### config.mk
export PLATFORM = sky130hd
export DESIGN_NAME = tag_code_learn_and_match
export DESIGN_NICKNAME = d
export VERILOG_FILES = /design/src/design/tclm_pkg.sv /design/src/design/tclm_in_reg.sv /design/src/design/tclm_match.sv /design/src/design/tclm_out_reg.sv /design/src/design/tag_code_learn_and_match.sv
export SDC_FILE = /design/constraint.sdc
export NUM_CORES = 1
export LEC_CHECK = 0
export BUFFER_PORTS_ARGS = -buffer_cell sky130_fd_sc_hd__buf_2
export CAP_MARGIN = 20
export CORE_MARGIN = 1
export CORE_UTILIZATION = 35
export CTS_CLUSTER_SIZE = 20
export DETAILED_ROUTE_END_ITERATION = 10
export HOLD_SLACK_MARGIN = 0.1
export PLACE_DENSITY = 0.62
export SYNTH_ARGS = -nofsm -noshare
export SYNTH_HDL_FRONTEND = slang
export SYNTH_HIERARCHICAL = 1
export SYNTH_SLANG_ARGS = --single-unit
### constraint.sdc
create_clock -name clk -period 10.45 [get_ports clk]
set_input_delay 3.135 -clock clk [delete_from_list [all_inputs] [get_ports clk]]
set_output_delay 3.135 -clock clk [all_outputs]
set_load 0.01 [all_outputs]
### src/design/tclm_pkg.sv
// Shared types, constants and the control-byte mapping for the tag code block.
// No dependencies.
`timescale 1ns / 1ps

package tclm_pkg;

  localparam int FRAME_LEN = 16;
  localparam int CODE_LEN  = 10;

  // Code positions that can fall inside a frame.
  localparam int CODE_EFF = (CODE_LEN < FRAME_LEN) ? CODE_LEN : FRAME_LEN - 1;
  localparam int POS_W    = $clog2(FRAME_LEN);
  localparam int IDX_W    = (CODE_EFF > 1) ? $clog2(CODE_EFF) : 1;

  localparam logic [7:0] CH_STX = 8'h02;
  localparam logic [7:0] CH_ETX = 8'h03;
  localparam logic [7:0] CH_LF  = 8'h0A;
  localparam logic [7:0] CH_CR  = 8'h0D;

  typedef enum logic [1:0] {
    OUT_LEARNED = 2'd0,
    OUT_OPEN    = 2'd1,
    OUT_LOCKED  = 2'd2
  } outcome_t;

  typedef struct packed {
    logic     done;
    outcome_t outcome;
  } match_res_t;

  function automatic logic [7:0] map_control(input logic [7:0] b);
    logic [7:0] r;
    case (b)
      CH_STX:  r = 8'h24; // '$'
      CH_CR:   r = 8'h28; // '('
      CH_LF:   r = 8'h29; // ')'
      CH_ETX:  r = 8'h2A; // '*'
      default: r = b;
    endcase
    return r;
  endfunction

endpackage

### src/design/tclm_in_reg.sv
// Input register: takes a byte, maps control characters, holds it for the core.
// Depends on tclm_pkg.
`timescale 1ns / 1ps

module tclm_in_reg (
  input  logic       clk,
  input  logic       rst,
  input  logic       rx_valid,
  output logic       rx_ready,
  input  logic [7:0] rx_byte,
  input  logic       take,
  output logic       held_valid,
  output logic [7:0] held_byte
);
  import tclm_pkg::*;

  assign rx_ready = !held_valid || take;

  always_ff @(posedge clk) begin
    if (rst) begin
      held_valid <= 1'b0;
    end else if (rx_valid && rx_ready) begin
      held_valid <= 1'b1;
    end else if (take) begin
      held_valid <= 1'b0;
    end
  end

  always_ff @(posedge clk) begin
    if (rx_valid && rx_ready) begin
      held_byte <= map_control(rx_byte);
    end
  end

endmodule

### src/design/tclm_match.sv
// Frame position counter, learned-code store and compare logic.
// Depends on tclm_pkg.
`timescale 1ns / 1ps

module tclm_match (
  input  logic                 clk,
  input  logic                 rst,
  input  logic                 step,
  input  logic [7:0]           data,
  output tclm_pkg::match_res_t res
);
  import tclm_pkg::*;

  logic [POS_W-1:0] pos;
  logic [POS_W-1:0] pos_next;
  logic             learning;
  logic             mismatch_seen;
  logic             mismatch_seen_next;
  logic [7:0]       stored_code [CODE_EFF];

  logic             in_code;
  logic             last;
  logic [IDX_W-1:0] idx;
  logic             byte_differs;

  assign in_code = (pos >= POS_W'(1)) && (pos <= POS_W'(CODE_EFF));
  assign last    = (pos == POS_W'(FRAME_LEN - 1));
  assign idx     = IDX_W'(pos - POS_W'(1));

  assign byte_differs = in_code && !learning && (stored_code[idx] != data);

  always_comb begin
    res.done = last;
    if (learning) begin
      res.outcome = OUT_LEARNED;
    end else if (mismatch_seen || byte_differs) begin
      res.outcome = OUT_LOCKED;
    end else begin
      res.outcome = OUT_OPEN;
    end
  end

  assign pos_next           = last ? '0 : pos + POS_W'(1);
  assign mismatch_seen_next = last ? 1'b0 : (mismatch_seen || byte_differs);

  always_ff @(posedge clk) begin
    if (rst) begin
      pos           <= '0;
      learning      <= 1'b1;
      mismatch_seen <= 1'b0;
    end else if (step) begin
      pos           <= pos_next;
      mismatch_seen <= mismatch_seen_next;
      if (last) begin
        learning <= 1'b0;
      end
    end
  end

  // Code store, written only during the learn frame.
  always_ff @(posedge clk) begin
    if (step && learning && in_code) begin
      stored_code[idx] <= data;
    end
  end

endmodule

### src/design/tclm_out_reg.sv
// Result register holding one frame outcome until it is taken.
// Depends on tclm_pkg.
`timescale 1ns / 1ps

module tclm_out_reg (
  input  logic                 clk,
  input  logic                 rst,
  input  logic                 load,
  input  tclm_pkg::match_res_t res,
  output logic                 res_valid,
  input  logic                 res_ready,
  output logic [1:0]           outcome
);
  import tclm_pkg::*;

  always_ff @(posedge clk) begin
    if (rst) begin
      res_valid <= 1'b0;
    end else if (load && res.done) begin
      res_valid <= 1'b1;
    end else if (res_ready) begin
      res_valid <= 1'b0;
    end
  end

  always_ff @(posedge clk) begin
    if (load && res.done) begin
      outcome <= res.outcome;
    end
  end

endmodule

### src/design/tag_code_learn_and_match.sv
// Top level of the tag code learn-and-match block.
// Depends on tclm_pkg, tclm_in_reg, tclm_match and tclm_out_reg.
//
//   channel | signals                       | moves
//   --------+-------------------------------+-------------------------------
//   rx      | rx_valid, rx_ready, rx_byte   | one reader byte per request
//   res     | res_valid, res_ready, outcome | one frame result per request
//
// One byte per cycle sustained while no result is stalled; a byte is held in
// the input register and, if it ends a frame, its result is loaded into the
// result register as it leaves. Throughput is set by the single match stage:
// one position update and one byte store or compare per cycle when not stalled.
// Synchronous active-high reset clears position, mode (learn) and valids;
// the code store is left as is and is written before it is ever compared.
// A held result blocks the match stage only while res_ready stays low.
`timescale 1ns / 1ps

module tag_code_learn_and_match (
  input  logic       clk,
  input  logic       rst,
  input  logic       rx_valid,
  output logic       rx_ready,
  input  logic [7:0] rx_byte,
  output logic       res_valid,
  input  logic       res_ready,
  output logic [1:0] outcome
);
  import tclm_pkg::*;

  logic       held_valid;
  logic [7:0] held_byte;
  logic       step;
  match_res_t res;

  // Advance the held byte whenever the result register can take a result.
  // Simple and conservative: no byte moves while a result is stuck.
  assign step = held_valid && (!res_valid || res_ready);

  // Input stage with control-character mapping.
  tclm_in_reg u_in (
    .clk        (clk),
    .rst        (rst),
    .rx_valid   (rx_valid),
    .rx_ready   (rx_ready),
    .rx_byte    (rx_byte),
    .take       (step),
    .held_valid (held_valid),
    .held_byte  (held_byte)
  );

  // Position counter, learn/compare logic.
  tclm_match u_match (
    .clk  (clk),
    .rst  (rst),
    .step (step),
    .data (held_byte),
    .res  (res)
  );

  // Result register; loads only on the last byte of a frame.
  tclm_out_reg u_out (
    .clk       (clk),
    .rst       (rst),
    .load      (step),
    .res       (res),
    .res_valid (res_valid),
    .res_ready (res_ready),
    .outcome   (outcome)
  );

endmodule

* After elaboration in Yosys (flattened, before gate mapping) *
Memory sizes are Yosys's and may differ from the RTL's.
Index checks and enable logic that the tools add are counted.

storage, ports and cells
  register bits after elaboration = 18
  bits in writable memories = 80
  input bits = 12
  memories = 1

memory list
  memory               words  width  read ports  clocked after memory_dff  write ports  line              RTL
  u_match.stored_code  10     8      1           0                         1            tclm_match.sv:19  logic [7:0] stored_code [CODE_EFF];

operators by class
  muxes and demuxes = 10
  $lt $le $gt $ge = 2
  equality and inequality tests = 6
  reduce and logical (&&, ||, !) cells = 17
  add/sub/neg operators = 2

operators by type and width
  cell                                                    number
  one-hot mux 8 bit (4 select lines)                      1
  == test 8 x 2 -> 1 bit (second input constant)          2
  == test 8 x 4 -> 1 bit (second input constant)          2
  logical AND 1 bit                                       8
  != test 8 bit                                           1
  two-way mux 1 bit                                       7
  adder 4 x 1 -> 4 bit (second input constant)            1
  == test 4 bit (second input constant)                   1
  >= comparator 4 x 1 -> 1 bit (second input constant)    1
  less-or-equal comparator 4 bit (second input constant)  1
  two-way mux 4 bit                                       1
  nonzero test 2 bit                                      2
  subtractor 4 x 1 -> 4 bit (second input constant)       1
  logical NOT 1 bit                                       3
  logical OR 1 bit                                        3
  two-way mux 2 bit                                       1
  AND reduction 2 bit                                     1

* Depth between registers and ports, before layout *
  word-level depth = 7
  gate-level depth with buffers = 13
  gate-level depth less buffers = 9

* Cells and area by module *
Netlist, hierarchy kept.

by module, submodules not included
  module                    area each (µm²)  instances  cells each  sequential area each (µm²)
  tclm_match                3,764.9          1          232         2,522.4
  tclm_in_reg               425.4            1          34          260.2
  tclm_out_reg              102.6            1          7           80.1
  tag_code_learn_and_match  11.3             1          2           0.0

* Worst setup path after synthesis *
OpenSTA, ideal clock, no wires.

  path kind = in2out
  start = in res_ready
  end = out rx_ready
  data arrival time = 3.784 ns
  buffers on the path = 0
  path slack = 3.531 ns
  stages = 3
  path through = inv_1 > a21boi_1 > nand2b_1

between the ends
  cells in the longest elaborated chain, start to end = 3

RTL lines
  element            line                            RTL
  from (decl)        tag_code_learn_and_match.sv:25  input logic res_ready,
  logical OR 1 bit   tag_code_learn_and_match.sv:37  assign step = held_valid && (!res_valid || res_ready);
  logical AND 1 bit  tag_code_learn_and_match.sv:37
  via step           tag_code_learn_and_match.sv:32  logic step;
  logical OR 1 bit   tclm_in_reg.sv:17               assign rx_ready = !held_valid || take;
  to (decl)          tag_code_learn_and_match.sv:22  output logic rx_ready,

The timed path passes the listed nets, and every way through them passes these cells.

* Final worst setup path *
Ends and elaborated chain as after synthesis.

==> results.json <==
{
  "outcome": "finished clean",
  "avgSynthCellArea_um2": 15.7,
  "grt_pass1_wl_um": 11800,
  "hold_class": "flip-flop to flip-flop",
  "path_common_cell": "buf_2",
  "holdWs_ps": 509,
  "setup_tns_ps": 0,
  "numCtsBuffers": 9,
  "layout_common_cells": "edfxtp_1, mux2i_1, buf_2",
  "core_region_area_um2": 12000,
  "synth_fp_nets": 293,
  "hold_depth": 2,
  "drt-total-wl_um": 7400,
  "vias": 2255,
  "multi_input_area_um2": 1300,
  "grt_pass1_vias": 2164,
  "synth_top_cell_by_area": "edfxtp_1",
  "startpoint_type": "input pin",
  "leakage_nw": 1.64,
  "hold_end": "u_out/res_valid",
  "grt_overflow": 0,
  "synth_area_um2": 4300,
  "antenna_cells": 0,
  "rsz0062_at_grt": "false",
  "synth_top_area_share_pct": 62.8,
  "grt_busiest_layer": "met2",
  "wl_per_cell_um": 16.7,
  "dr.first_iter.drc_count": 109,
  "postCtsSetupBuffers": 0,
  "initial_core_util_pct": 35.8,
  "drc": 0,
  "rows": 40,
  "synthFlopType": "edfxtp_1",
  "clkLatencyLatePin_ps": 340,
  "yosys_register_bits": 98,
  "place_hpwl_um": 5130,
  "timing.rr.end": "u_out/outcome[0]",
  "die_w_um": 113,
  "cp-end-kind": "primary output",
  "max_stage_delay_ps": 510,
  "ir_drop_uv": 116,
  "rrSetupSlack_ps": 6580,
  "synth_cell_type_count": 45,
  "drv_slew": 0,
  "layout_commonest_cell": "edfxtp_1",
  "regArea_um2": 2860,
  "synth_edf_count": 90,
  "grt_max_degree": 33,
  "yosys_warnings": 6,
  "vias_per_cell": 5.08,
  "ys_seq_area_share_pct": 66.5,
  "fillCellCount": 1103,
  "met1_usage_pct": 17.2,
  "die_h_um": 113,
  "period_share_pct": 69.5,
  "r2r_start": "u_match/pos[0]",
  "postSynthCellCount": 275,
  "nets": 311,
  "ios": 16,
  "worstPathCellList": "buf_2 -> inv_1 -> a21boi_1 -> nand2b_1 -> buf_2",
  "cp.arrival_ps": 4130,
  "slowest_stage": "a21boi_1",
  "antenna_found_initial": 0,
  "fmax_ghz": 0.138,
  "areaGrowthSynthToFinish_pct": 12.8,
  "critPathMaxFanout": 8,
  "ctsResizeCount": 0,
  "cts.sinks": 98,
  "crit_cells": 5,
  "pwr_density_cell_nw_per_um2": 186,
  "dr.pass1.iters": 4,
  "reg2regPathDepth": 11,
  "criticalPathCategory": "input pin to primary output",
  "path_delay_family": "compound AO/OA/AOI/OAI gates",
  "finClkSkew_ps": 7.21,
  "slew_headroom_pct": 34.4,
  "portBuffers": 15,
  "drive_above_1_share_pct": 17.5,
  "use_met3_pct": 2.09,
  "min_from": "u_out/res_valid",
  "routabilityCongestion": 0.729,
  "grt_use_total_pct": 12.5,
  "setup_viol": 0,
  "postRouteAntennaNets": 0,
  "synthTopCellsByArea": "edfxtp_1, mux2i_1, dfxtp_1, mux4_2, xnor2_1",
  "maxCapViolCount": 0,
  "use_met2_pct": 19.4,
  "cp.required_ps": 7320,
  "cts-root-buf": "clkbuf_16",
  "synthArstFlopShare_pct": 0,
  "dieArea_um2": 12700,
  "period_needed_ps": 7270,
  "hold_viol_final": 0,
  "h-tree-depth": 3,
  "cts_tree": "done",
  "clk_path_buf_depth": 2,
  "hold_buffers": 0,
  "clkTransAtPathRegs_ps": 70,
  "critPathBufInv": 3,
  "worst_slew_pin_slew_ps": 976
}
==> flip-flops by register name, summed over array words and instances, names as in the netlist <==
register               cells
u_out/res_valid            1
u_match/mismatch_seen      1
u_in/held_byte             8
u_match/pos                4
u_match/stored_code       80
u_match/learning           1
u_out/outcome              2
u_in/held_valid            1
==> worst max path at each step <==
stage	start	end	slack, ps
6_report	res_ready	rx_ready	3180
5_1_grt	res_ready	rx_ready	3100
4_1_cts	res_ready	rx_ready	3200
3_5_place_dp	res_ready	rx_ready	3190
3_3_place_gp	res_ready	rx_ready	3280
2_1_floorplan	res_ready	rx_ready	3530
==> routing by layer <==
layer  share of wire, %  vias to the layer above  wire length [µm]
met5                  0                        -                 0
met4                1.9                        0               144
met3                3.9                       10               289
met2                 47                       66              3450
met1                 47                     1109              3510
li1                   -                     1070                 -
==> where the power goes <==
group / leakage (nW) / internal, W / switching (W)
clock: 0.166 / 0.000234 / 0.000134
combinational: 0.597 / 0.0000422 / 0.0000516
sequential: 0.879 / 0.000433 / 0.00000821
==> worst reg2reg max path: cells and delay by family, from the launching register on <==
family,cells,cell delay [ps]
compound gates,1,230
mux,3,910
flops,1,310
xor+xnor,1,140
simple gates,2,650
buf+inv,3,1080
fa+ha+maj,1,400
==> area by class of cell <==
cell class	instances	share of cell area, %
clock buffer	9	4.64
clock inverter	6	2.32
inverter	12	0.928
multi-input combinational	150	26.8
sequential	98	59.0
tap	147	3.79
timing repair buffer	22	2.53
==> synthesized netlist by cell type (3+ instances only) <==
master	number
edfxtp_1	90
mux2i_1	47
xnor2_1	13
inv_1	12
nand3_1	10
nor2_1	10
dfxtp_1	8
nand2_1	8
buf_2	7
ha_1	6
mux4_2	6
nor3_1	6
nand2b_1	4
a21oi_1	3
clkbuf_1	3
nand4_1	3
xor2_1	3
==> per-stage QoR <==
step / worst slack [ps] / cell area, µm² / util (%) / std cells / power (W)
final: 3180 / 4850 / 40.4 / 444 / 0.000903
after detailed placement: 3190 / 4510 / 37.5 / 427 / 0.000544
after global placement: 3280 / 4480 / 37.3 / 424 / 0.000543
after global routing: 3100 / 4850 / 40.4 / 444 / 0.000933
after floorplan: 3530 / 4300 / - / 275 / 0.000522
after CTS: 3200 / 4840 / 40.3 / 442 / 0.000910
==> cell families after synthesis <==
logic type      Yosys count  share of synthesized area (%)
xor+xnor                 17                           3.90
buf+inv                  27                           3.23
mux                      53                           14.1
flops                    98                           66.5
simple gates             54                           7.04
compound gates           20                           3.52
fa+ha+maj                 6                           1.74
Note: power is estimated with default switching activity, not from simulation.
